<file path="config.mk">
export PLATFORM = sky130hd
export DESIGN_NAME = hashed_key_set_table
export DESIGN_NICKNAME = d
export VERILOG_FILES = /design/src/design/hkst_pkg.sv /design/src/design/hashed_key_set_table.sv /design/src/design/hkst_ram.sv /design/src/design/hkst_hash.sv /design/src/design/hkst_match.sv
export VERILOG_INCLUDE_DIRS = /design/src /design/src/design
export SDC_FILE = /design/constraint.sdc
export NUM_CORES = 2
export LEC_CHECK = 0
export ABC_AREA = 1
export BUFFER_PORTS_ARGS = -buffer_cell sky130_fd_sc_hd__buf_2
export CELL_PAD_IN_SITES_DETAIL_PLACEMENT = 0
export CELL_PAD_IN_SITES_GLOBAL_PLACEMENT = 2
export CORE_ASPECT_RATIO = 0.8
export CORE_MARGIN = 2
export CORE_UTILIZATION = 30
export DETAILED_ROUTE_END_ITERATION = 10
export PLACE_DENSITY_LB_ADDON = 0.1
export SYNTH_ARGS = -nofsm -noshare
export SYNTH_HDL_FRONTEND = slang
export SYNTH_SLANG_ARGS = --single-unit
</file>
<file path="constraint.sdc">
create_clock -name clk -period 15.71 [get_ports clk]
set_input_delay 3.9275 -clock clk [delete_from_list [all_inputs] [get_ports clk]]
set_output_delay 3.9275 -clock clk [all_outputs]
set_load 0.05 [all_outputs]
</file>
<file path="src/design/hashed_key_set_table_defines.svh">
// assertion macros for the hashed key set table
`ifndef HASHED_KEY_SET_TABLE_DEFINES_SVH
`define HASHED_KEY_SET_TABLE_DEFINES_SVH

`ifndef ASSERT_OFF
// checked while out of reset
`define HKST_ASSERT(lbl, prop, msg) \
    lbl: assert property (@(posedge clk) disable iff (!rst_n) prop) else $error(msg);
// checked at every edge, reset included
`define HKST_ASSERT_RST(lbl, prop, msg) \
    lbl: assert property (@(posedge clk) prop) else $error(msg);
`else
`define HKST_ASSERT(lbl, prop, msg)
`define HKST_ASSERT_RST(lbl, prop, msg)
`endif

`endif

</file>
<file path="src/design/hkst_pkg.sv">
package hkst_pkg;

    localparam int BUCKETS  = 10;
    localparam int SLOTS    = 8;

    localparam int KEY_W    = 31;
    localparam int CMD_W    = 2;
    localparam int STATUS_W = 2;
    localparam int BUCKET_W = 10;
    localparam int BKT_W    = $clog2(BUCKETS);
    localparam int SLOT_W   = (SLOTS > 1) ? $clog2(SLOTS) : 1;

    localparam logic [CMD_W-1:0] CMD_INSERT = 2'd0;
    localparam logic [CMD_W-1:0] CMD_REMOVE = 2'd1;
    localparam logic [CMD_W-1:0] CMD_SEARCH = 2'd2;

    localparam logic [STATUS_W-1:0] ST_OK     = 2'd0;
    localparam logic [STATUS_W-1:0] ST_ABSENT = 2'd1;
    localparam logic [STATUS_W-1:0] ST_FULL   = 2'd2;

    typedef struct packed {
        logic [CMD_W-1:0] command;
        logic [KEY_W-1:0] key;
    } cmd_item_t;

    typedef struct packed {
        logic [STATUS_W-1:0] status;
        logic [BUCKET_W-1:0] bucket;
    } rsp_item_t;

    typedef logic [SLOTS-1:0][KEY_W-1:0] key_row_t;
    typedef logic [SLOTS-1:0]            valid_row_t;

    typedef struct packed {
        logic              hit;
        logic [SLOT_W-1:0] hit_slot;
        logic              has_free;
        logic [SLOT_W-1:0] free_slot;
    } match_t;

endpackage

</file>
<file path="src/design/hashed_key_set_table.sv">
// channel | direction | handshake           | payload
// cmd     | in        | cmd_valid/cmd_stall | cmd_item: command, key
// rsp     | out       | rsp_valid/rsp_stall | rsp_item: status, bucket
//
// one command in flight; a new command is taken only once the last one has left the update state
// steps: the reciprocal-multiply bucket hash, then the bucket row read, then the update
// the hash, row read and update of one command set the rate; rows are one bucket of keys in a registered-read RAM
// reset clears all slot valid flags at once, no clearing pass; key storage is not reset
// a stalled response holds the update cycle; commands are taken while a response waits
`include "hashed_key_set_table_defines.svh"

module hashed_key_set_table (
    input  logic                clk,
    input  logic                rst_n,
    input  logic                cmd_valid,
    output logic                cmd_stall,
    input  hkst_pkg::cmd_item_t cmd_item,
    output logic                rsp_valid,
    input  logic                rsp_stall,
    output hkst_pkg::rsp_item_t rsp_item
);

    import hkst_pkg::*;

    typedef enum logic [1:0] {
        S_IDLE,
        S_HASH,
        S_UPDATE
    } state_t;

    state_t     state_reg;
    logic       rsp_valid_reg;
    rsp_item_t  rsp_item_reg;
    valid_row_t valid_reg [BUCKETS];

    logic [CMD_W-1:0] cmd_reg;
    logic [KEY_W-1:0] key_reg;
    logic [BKT_W-1:0] bucket_reg;

    logic             cmd_accept;
    logic             upd_go;
    logic             hash_valid;
    logic [BKT_W-1:0] hash_bucket;
    logic             ram_re;
    logic             ram_we;
    key_row_t         ram_rdata;
    key_row_t         ram_wdata;
    valid_row_t       valid_row;
    match_t           m;
    logic [STATUS_W-1:0] status_next;

    assign cmd_stall  = (state_reg != S_IDLE);
    assign cmd_accept = cmd_valid && !cmd_stall;
    assign upd_go     = (state_reg == S_UPDATE) && (!rsp_valid_reg || !rsp_stall);
    assign ram_re     = (state_reg == S_HASH) && hash_valid;
    assign valid_row  = valid_reg[bucket_reg];

    hkst_hash u_hash (
        .clk       (clk),
        .rst_n     (rst_n),
        .in_valid  (cmd_accept),
        .key       (cmd_item.key),
        .out_valid (hash_valid),
        .bucket    (hash_bucket)
    );

    hkst_ram #(
        .WIDTH ($bits(key_row_t)),
        .DEPTH (BUCKETS)
    ) u_ram (
        .clk   (clk),
        .we    (ram_we),
        .waddr (bucket_reg),
        .wdata (ram_wdata),
        .re    (ram_re),
        .raddr (hash_bucket),
        .rdata (ram_rdata)
    );

    hkst_match u_match (
        .keys  (ram_rdata),
        .valid (valid_row),
        .key   (key_reg),
        .m     (m)
    );

    always_comb
    begin
        ram_wdata              = ram_rdata;
        ram_wdata[m.free_slot] = key_reg;
    end

    assign ram_we = upd_go && (cmd_reg == CMD_INSERT) && m.has_free;

    always_comb
    begin
        status_next = ST_ABSENT;
        unique case (cmd_reg) inside
            CMD_INSERT: status_next = m.has_free ? ST_OK : ST_FULL;
            CMD_REMOVE, CMD_SEARCH: status_next = m.hit ? ST_OK : ST_ABSENT;
            default: status_next = ST_ABSENT;
        endcase
    end

    always_ff @(posedge clk or negedge rst_n)
    begin
        if (!rst_n)
        begin
            state_reg     <= S_IDLE;
            rsp_valid_reg <= 1'b0;
            rsp_item_reg  <= '0;
            for (int b = 0; b < BUCKETS; b++)
            begin
                valid_reg[b] <= '0;
            end
        end
        else
        begin
            if (rsp_valid_reg && !rsp_stall && !upd_go)
            begin
                rsp_valid_reg <= 1'b0;
            end
            unique case (state_reg)
                S_IDLE:
                begin
                    if (cmd_accept)
                    begin
                        state_reg <= S_HASH;
                    end
                end
                S_HASH:
                begin
                    if (hash_valid)
                    begin
                        state_reg <= S_UPDATE;
                    end
                end
                S_UPDATE:
                begin
                    if (upd_go)
                    begin
                        state_reg           <= S_IDLE;
                        rsp_valid_reg       <= 1'b1;
                        rsp_item_reg.status <= status_next;
                        rsp_item_reg.bucket <= BUCKET_W'(bucket_reg);
                        if (ram_we)
                        begin
                            valid_reg[bucket_reg][m.free_slot] <= 1'b1;
                        end
                        else if ((cmd_reg == CMD_REMOVE) && m.hit)
                        begin
                            valid_reg[bucket_reg][m.hit_slot] <= 1'b0;
                        end
                    end
                end
                default:
                begin
                    state_reg <= S_IDLE;
                end
            endcase
        end
    end

    always_ff @(posedge clk)
    begin
        if (cmd_accept)
        begin
            cmd_reg <= cmd_item.command;
            key_reg <= cmd_item.key;
        end
        if (ram_re)
        begin
            bucket_reg <= hash_bucket;
        end
    end

    assign rsp_valid = rsp_valid_reg;
    assign rsp_item  = rsp_item_reg;

    `HKST_ASSERT(a_write_free_slot, ram_we |-> !valid_row[m.free_slot], "insert overwrote a live slot")
    `HKST_ASSERT(a_insert_marks, ram_we |=> valid_reg[bucket_reg][$past(m.free_slot)], "insert not marked valid")
    `HKST_ASSERT(a_update_responds, upd_go |=> rsp_valid_reg && (state_reg == S_IDLE), "update gave no response")
    `HKST_ASSERT(a_bucket_range, rsp_valid_reg |-> (rsp_item_reg.bucket < BUCKETS), "bucket out of range")
    `HKST_ASSERT_RST(a_reset_quiet, !rst_n |-> !rsp_valid_reg && (state_reg == S_IDLE), "busy in reset")

endmodule

</file>
<file path="src/design/hkst_ram.sv">
module hkst_ram #(
    parameter int WIDTH = 32,
    parameter int DEPTH = 16
) (
    input  logic                     clk,
    input  logic                     we,
    input  logic [$clog2(DEPTH)-1:0] waddr,
    input  logic [WIDTH-1:0]         wdata,
    input  logic                     re,
    input  logic [$clog2(DEPTH)-1:0] raddr,
    output logic [WIDTH-1:0]         rdata
);

    logic [WIDTH-1:0] mem [DEPTH];

    always_ff @(posedge clk)
    begin
        if (we)
        begin
            mem[waddr] <= wdata;
        end
    end

    // read data holds until the next read
    always_ff @(posedge clk)
    begin
        if (re)
        begin
            rdata <= mem[raddr];
        end
    end

endmodule

</file>
<file path="src/design/hkst_hash.sv">
module hkst_hash (
    input  logic                      clk,
    input  logic                      rst_n,
    input  logic                      in_valid,
    input  logic [hkst_pkg::KEY_W-1:0] key,
    output logic                      out_valid,
    output logic [hkst_pkg::BKT_W-1:0] bucket
);

    import hkst_pkg::*;

    // key % BUCKETS from key / BUCKETS by reciprocal multiply, exact for every KEY_W-bit key
    localparam int          SHIFT      = KEY_W + BKT_W;
    localparam int          MAGIC_W    = KEY_W + 1;
    localparam int          PROD_W     = KEY_W + MAGIC_W;
    localparam logic [63:0] MAGIC_WIDE = ((64'd1 << SHIFT) / BUCKETS) + 64'd1;
    localparam logic [MAGIC_W-1:0] MAGIC = MAGIC_WIDE[MAGIC_W-1:0];

    logic              v1_reg;
    logic              v2_reg;
    logic [PROD_W-1:0] prod_reg;
    logic [KEY_W-1:0]  key_reg;
    logic [BKT_W-1:0]  bucket_reg;

    logic [PROD_W-1:0] prod_shr;
    logic [BKT_W-1:0]  quot_lo;
    logic [BKT_W-1:0]  rem_next;

    assign prod_shr = prod_reg >> SHIFT;
    assign quot_lo  = prod_shr[BKT_W-1:0];
    // remainder is below BUCKETS, so the low bits carry it exactly
    assign rem_next = key_reg[BKT_W-1:0] - BKT_W'(quot_lo * BUCKETS);

    always_ff @(posedge clk or negedge rst_n)
    begin
        if (!rst_n)
        begin
            v1_reg <= 1'b0;
            v2_reg <= 1'b0;
        end
        else
        begin
            v1_reg <= in_valid;
            v2_reg <= v1_reg;
        end
    end

    always_ff @(posedge clk)
    begin
        if (in_valid)
        begin
            prod_reg <= key * MAGIC;
            key_reg  <= key;
        end
        if (v1_reg)
        begin
            bucket_reg <= rem_next;
        end
    end

    assign out_valid = v2_reg;
    assign bucket    = bucket_reg;

endmodule

</file>
<file path="src/design/hkst_match.sv">
module hkst_match (
    input  hkst_pkg::key_row_t         keys,
    input  hkst_pkg::valid_row_t       valid,
    input  logic [hkst_pkg::KEY_W-1:0] key,
    output hkst_pkg::match_t           m
);

    import hkst_pkg::*;

    // walk from the top so the lowest slot wins
    always_comb
    begin
        m = '0;
        for (int s = SLOTS - 1; s >= 0; s--)
        begin
            if (valid[s] && (keys[s] == key))
            begin
                m.hit      = 1'b1;
                m.hit_slot = SLOT_W'(s);
            end
            if (!valid[s])
            begin
                m.has_free  = 1'b1;
                m.free_slot = SLOT_W'(s);
            end
        end
    end

endmodule

</file>
==> key figures <==
Status
  – Outcome: finished, final reports clean

Min path
  – Tightest Hold Check Type: reg -> reg
  – Hold Path Stages: 2
  – Worst Hold Path EP: valid_reg[21]
  – Hold path startpoint: valid_reg[21]

Setup path
  – Worst setup SP type: input pin
  – Critical path type: in -> reg
  – CP most frequent cell: inv_1
  – WP buf/inv: 9
  – Reg2Reg Depth: 15
  – Top delay family on crit path: adder cells
  – Critical path data required time: about 16 ns
  – FF-to-FF End: u_ram.mem[0][115]
  – Crit Path Max Fanout: 5
  – Critical path arrival: roughly 11 ns
  – Worst reg2reg path startpoint: bucket_reg[0]
  – Max stage delay on crit path: between 0.9 and 1 ns
  – R2R Setup Slk: 8.68 ns
  – Worst Setup End Kind: flip-flop
  – Worst path depth: 25
  – Slowest CP cell: a2111oi_0

Placed design
  – Post-DP Area: about 130,000 um2
  – RePlAce Congestion: between 0.7 and 0.8
  – IO Port Bufs: 44
  – HPWL after DPL: around 210 mm

Clocking
  – Post_cts resized: 0
  – CTS tree: yes
  – Sink Count: ~2,900
  – H-tree levels: 5
  – Postcts setup bufs: 0
  – Cts bufs inserted: around 320
  – CTS Hold Buffers Added: 0
  – Worst-Skew Late Latency: around 0.96 ns
  – Clock slew at reported path FFs: approximately 0.06 ns
  – Clk buf depth: 4
  – Root Driver: clkbuf_16

Drt
  – Final ANT Viol Nets: 0
  – Via Count: between 70,000 and 80,000
  – Via density per instance: 4.799
  – # DRC: 0
  – Routed length per instance: roughly 26 um
  – Final WL: 394.0 mm
  – First drt pass iteration count: 5
  – Initial DRC Count: 5,583

Power
  – Clk pwr share: 0.291
  – Comb pwr share: 0.335
  – Switching share of power: 0.3570
  – Pwr per Cell Area: between 150 and 200 nW/um2
  – Max VDD drop: slightly below 0.4 mV
  – Final Power: between 0.02 and 0.03 W
  – Net switching power: between 0.008 and 0.009 W
  – Leakage power: 50.62 nW
  – Sequential Power Share: 0.374
  – P_int: approximately 0.016 W

Floorplanning
  – Initial core utilization: 0.3016
  – I/O pins: between 50 and 60
  – Height of the die: roughly 580 um
  – Row cnt: about 210
  – Die X: between 700 and 800 um
  – Die ar.: approximately 420,000 um2
  – Core footprint: 413,400 um2

STA
  – Slew HR: 0.09873
  – Min Tclk post-route: ~10 ns
  – Worst-margin pin slew: 1.347 ns
  – Setup Viol. Count Final: 0
  – Final setup skew: 0.05216 ns
  – Max Freq: approximately 99 MHz
  – RSZ-0062 raised after global routing: no
  – Sum Neg Setup Slack: 0 ns
  – Max Slew Vio Count: 0
  – Tcrit/Tclk final: 0.6427
  – Hold violation total from the final report: 0

GRT
  – Largest net degree at the start of global routing: roughly 160
  – Global-route wire length before repair: between 500 and 600 mm
  – Congestion Overflow GR: 0
  – Initial antenna violation count: 17
  – Via count of the first global-routing pass: 73,120
  – GRT Total Usage: 0.1834

Finish
  – Max FFs per register: approximately 2,500
  – Layout cells sized above 1: 0.07529
  – Design area: around 140,000 um2
  – Filler Cell Count: approximately 40,000
  – Area Growth Syn to Fin: 13.21%
  – Layout net count: between 9,000 and 10,000

Logic synthesis
  – Mean Syn Cell Area: 13.45 um2
  – Async SR Flop Fraction: 0.03178
  – Cell area after synthesis: around 120,000 um2
  – Synth Instances: just over 9,000
  – Register area share after synthesis: 0.6859
  – Dominant synthesized flop cell: edfxtp_1
  – Synth Register Bits: 2,863
  – Number of synthesized flops with an enable pin: around 2,800
  – Synth cell types: around 50
  – Synth warnings: 0

Run
  – Max cap viols: 0
-- how the worst max path moves through the flow --
| stage | to | startpoint |
|---|---|---|
| floorplan | bucket_reg[0] | state_reg[1] |
| CTS | u_hash.prod_reg[37] | cmd_item[5] |
| detailed placement | u_hash.prod_reg[37] | cmd_item[5] |
| global placement | u_hash.prod_reg[37] | cmd_item[5] |
| global route | u_hash.prod_reg[37] | cmd_item[5] |
| finish | u_hash.prod_reg[37] | cmd_item[5] |
-- cell families after synthesis --
logic type / share of synthesized area
AO/OA/AOI/OAI: 0.1014
XOR/XNOR: 0.01419
adder cells (fa/ha/maj): 0.04721
buffers and inverters: 0.04526
flip-flops: 0.6859
multiplexers: 0.05973
other: 0.00003008
AND/OR/NAND/NOR: 0.04621
-- worst register-to-register path, stage by stage (launching register included) --
cell and delay, ns:
edfxtp_1 0.54, buf_4 0.33, inv_1 0.55, nand2_1 0.33
or2_2 0.38, nand3_1 0.11, nand2_1 0.07, nand3_1 0.27
nor2_1 0.08, nand2_1 0.24, nand2_2 0.43, inv_2 0.38
nand2_1 0.29, inv_8 0.76, buf_4 0.97, buf_4 0.87
-- Yosys cell counts, types with 2 or more instances --
master,instances,area (um2)
a31oi_1,2,12.51
nor2_2,4,25.02
ha_1,192,2402
nor2_1,181,679.4
inv_2,20,75.07
o21ai_1,66,330.3
buf_4,9,67.56
o211ai_1,497,3731
o2111ai_1,3,26.28
nor2_4,2,22.52
nand4_4,10,212.7
edfxtp_1,2772,83240
inv_1,885,3322
fa_1,174,3483
nand2_2,9,56.30
buf_2,90,450.4
a21o_1,2,15.01
xnor2_1,169,1480
nand4_1,38,237.7
xor2_1,33,289.0
buf_1,54,202.7
clkbuf_1,383,1438
nor4_1,3,18.77
o21a_1,6,45.04
nand2_1,930,3491
o21ai_0,1140,5705
dfrtp_1,91,2277
buf_6,4,45.04
nand3_1,173,865.8
or2_2,9,56.30
clkinv_1,10,37.54
nor3_1,5,25.02
nand3_2,3,30.03
a21oi_1,538,2693
mux2i_1,744,7447
-- routing by layer --
layer / GRT usage / wire length [um] / up-vias
li1: - / - / 33630
met1: 0.2603 / 187400 / 36900
met2: 0.2964 / 181300 / 1280
met3: 0.02560 / 15420 / 420
met4: 0.04569 / 9839 / 0
met5: 0 / 0 / -
-- cell type report --
cell class	count	area (um2)	share of cell area
antenna	4	10.01	0.00007092
inverter	915	3527	0.02499
tap	5538	6929	0.04909
timing repair buffer	220	1682	0.01191
clock inverter	141	1181	0.008368
multi-input combinational	4953	33640	0.2383
clock buffer	418	8661	0.06136
sequential	2863	85520	0.6059
-- cell usage in the layout, fill, tap and decap left out, types with 11 or more instances in the layout --
master,synthesis,layout
fa_1,174,174
xor2_1,33,33
o21ai_1,66,66
bufinv_16,0,15
clkbuf_16,0,332
ha_1,192,192
mux2i_1,744,744
inv_8,0,13
buf_4,9,166
nand2_1,930,927
inv_1,885,883
clkbuf_1,383,83
a21oi_1,538,537
o21ai_0,1140,1140
nor2_1,181,179
nand4_1,38,38
inv_2,20,15
buf_2,90,43
clkinv_2,0,44
edfxtp_1,2772,2772
xnor2_1,169,168
nand3_1,173,171
buf_12,0,11
o211ai_1,497,497
clkinv_1,10,62
dfrtp_1,91,91
-- power groups by stage --
stage          sequential (W)  clock [W]  combinational, W
6_report              0.00937    0.00728           0.00837
5_1_grt               0.00940    0.00779           0.00963
3_5_place_dp          0.00953          0           0.00852
4_1_cts               0.00937    0.00751           0.00857
3_3_place_gp          0.00953          0           0.00872
2_1_floorplan         0.00952          0           0.00568
-- per-stage QoR --
step / setup slack (ns) / instances / hold WS (ns) / utilization
4_1_cts: 5.787 / 15050 / 0.4730 / 0.3414
3_5_place_dp: 4.792 / 14490 / 0.4584 / 0.3176
6_report: 5.613 / 15050 / 0.4650 / 0.3414
2_1_floorplan: 3.839 / 9272 / 0.4206 / -
5_1_grt: 5.345 / 15050 / 0.4815 / 0.3414
3_3_place_gp: 4.630 / 14490 / 0.4537 / 0.3176
Note: power is estimated with default switching activity, not from simulation.
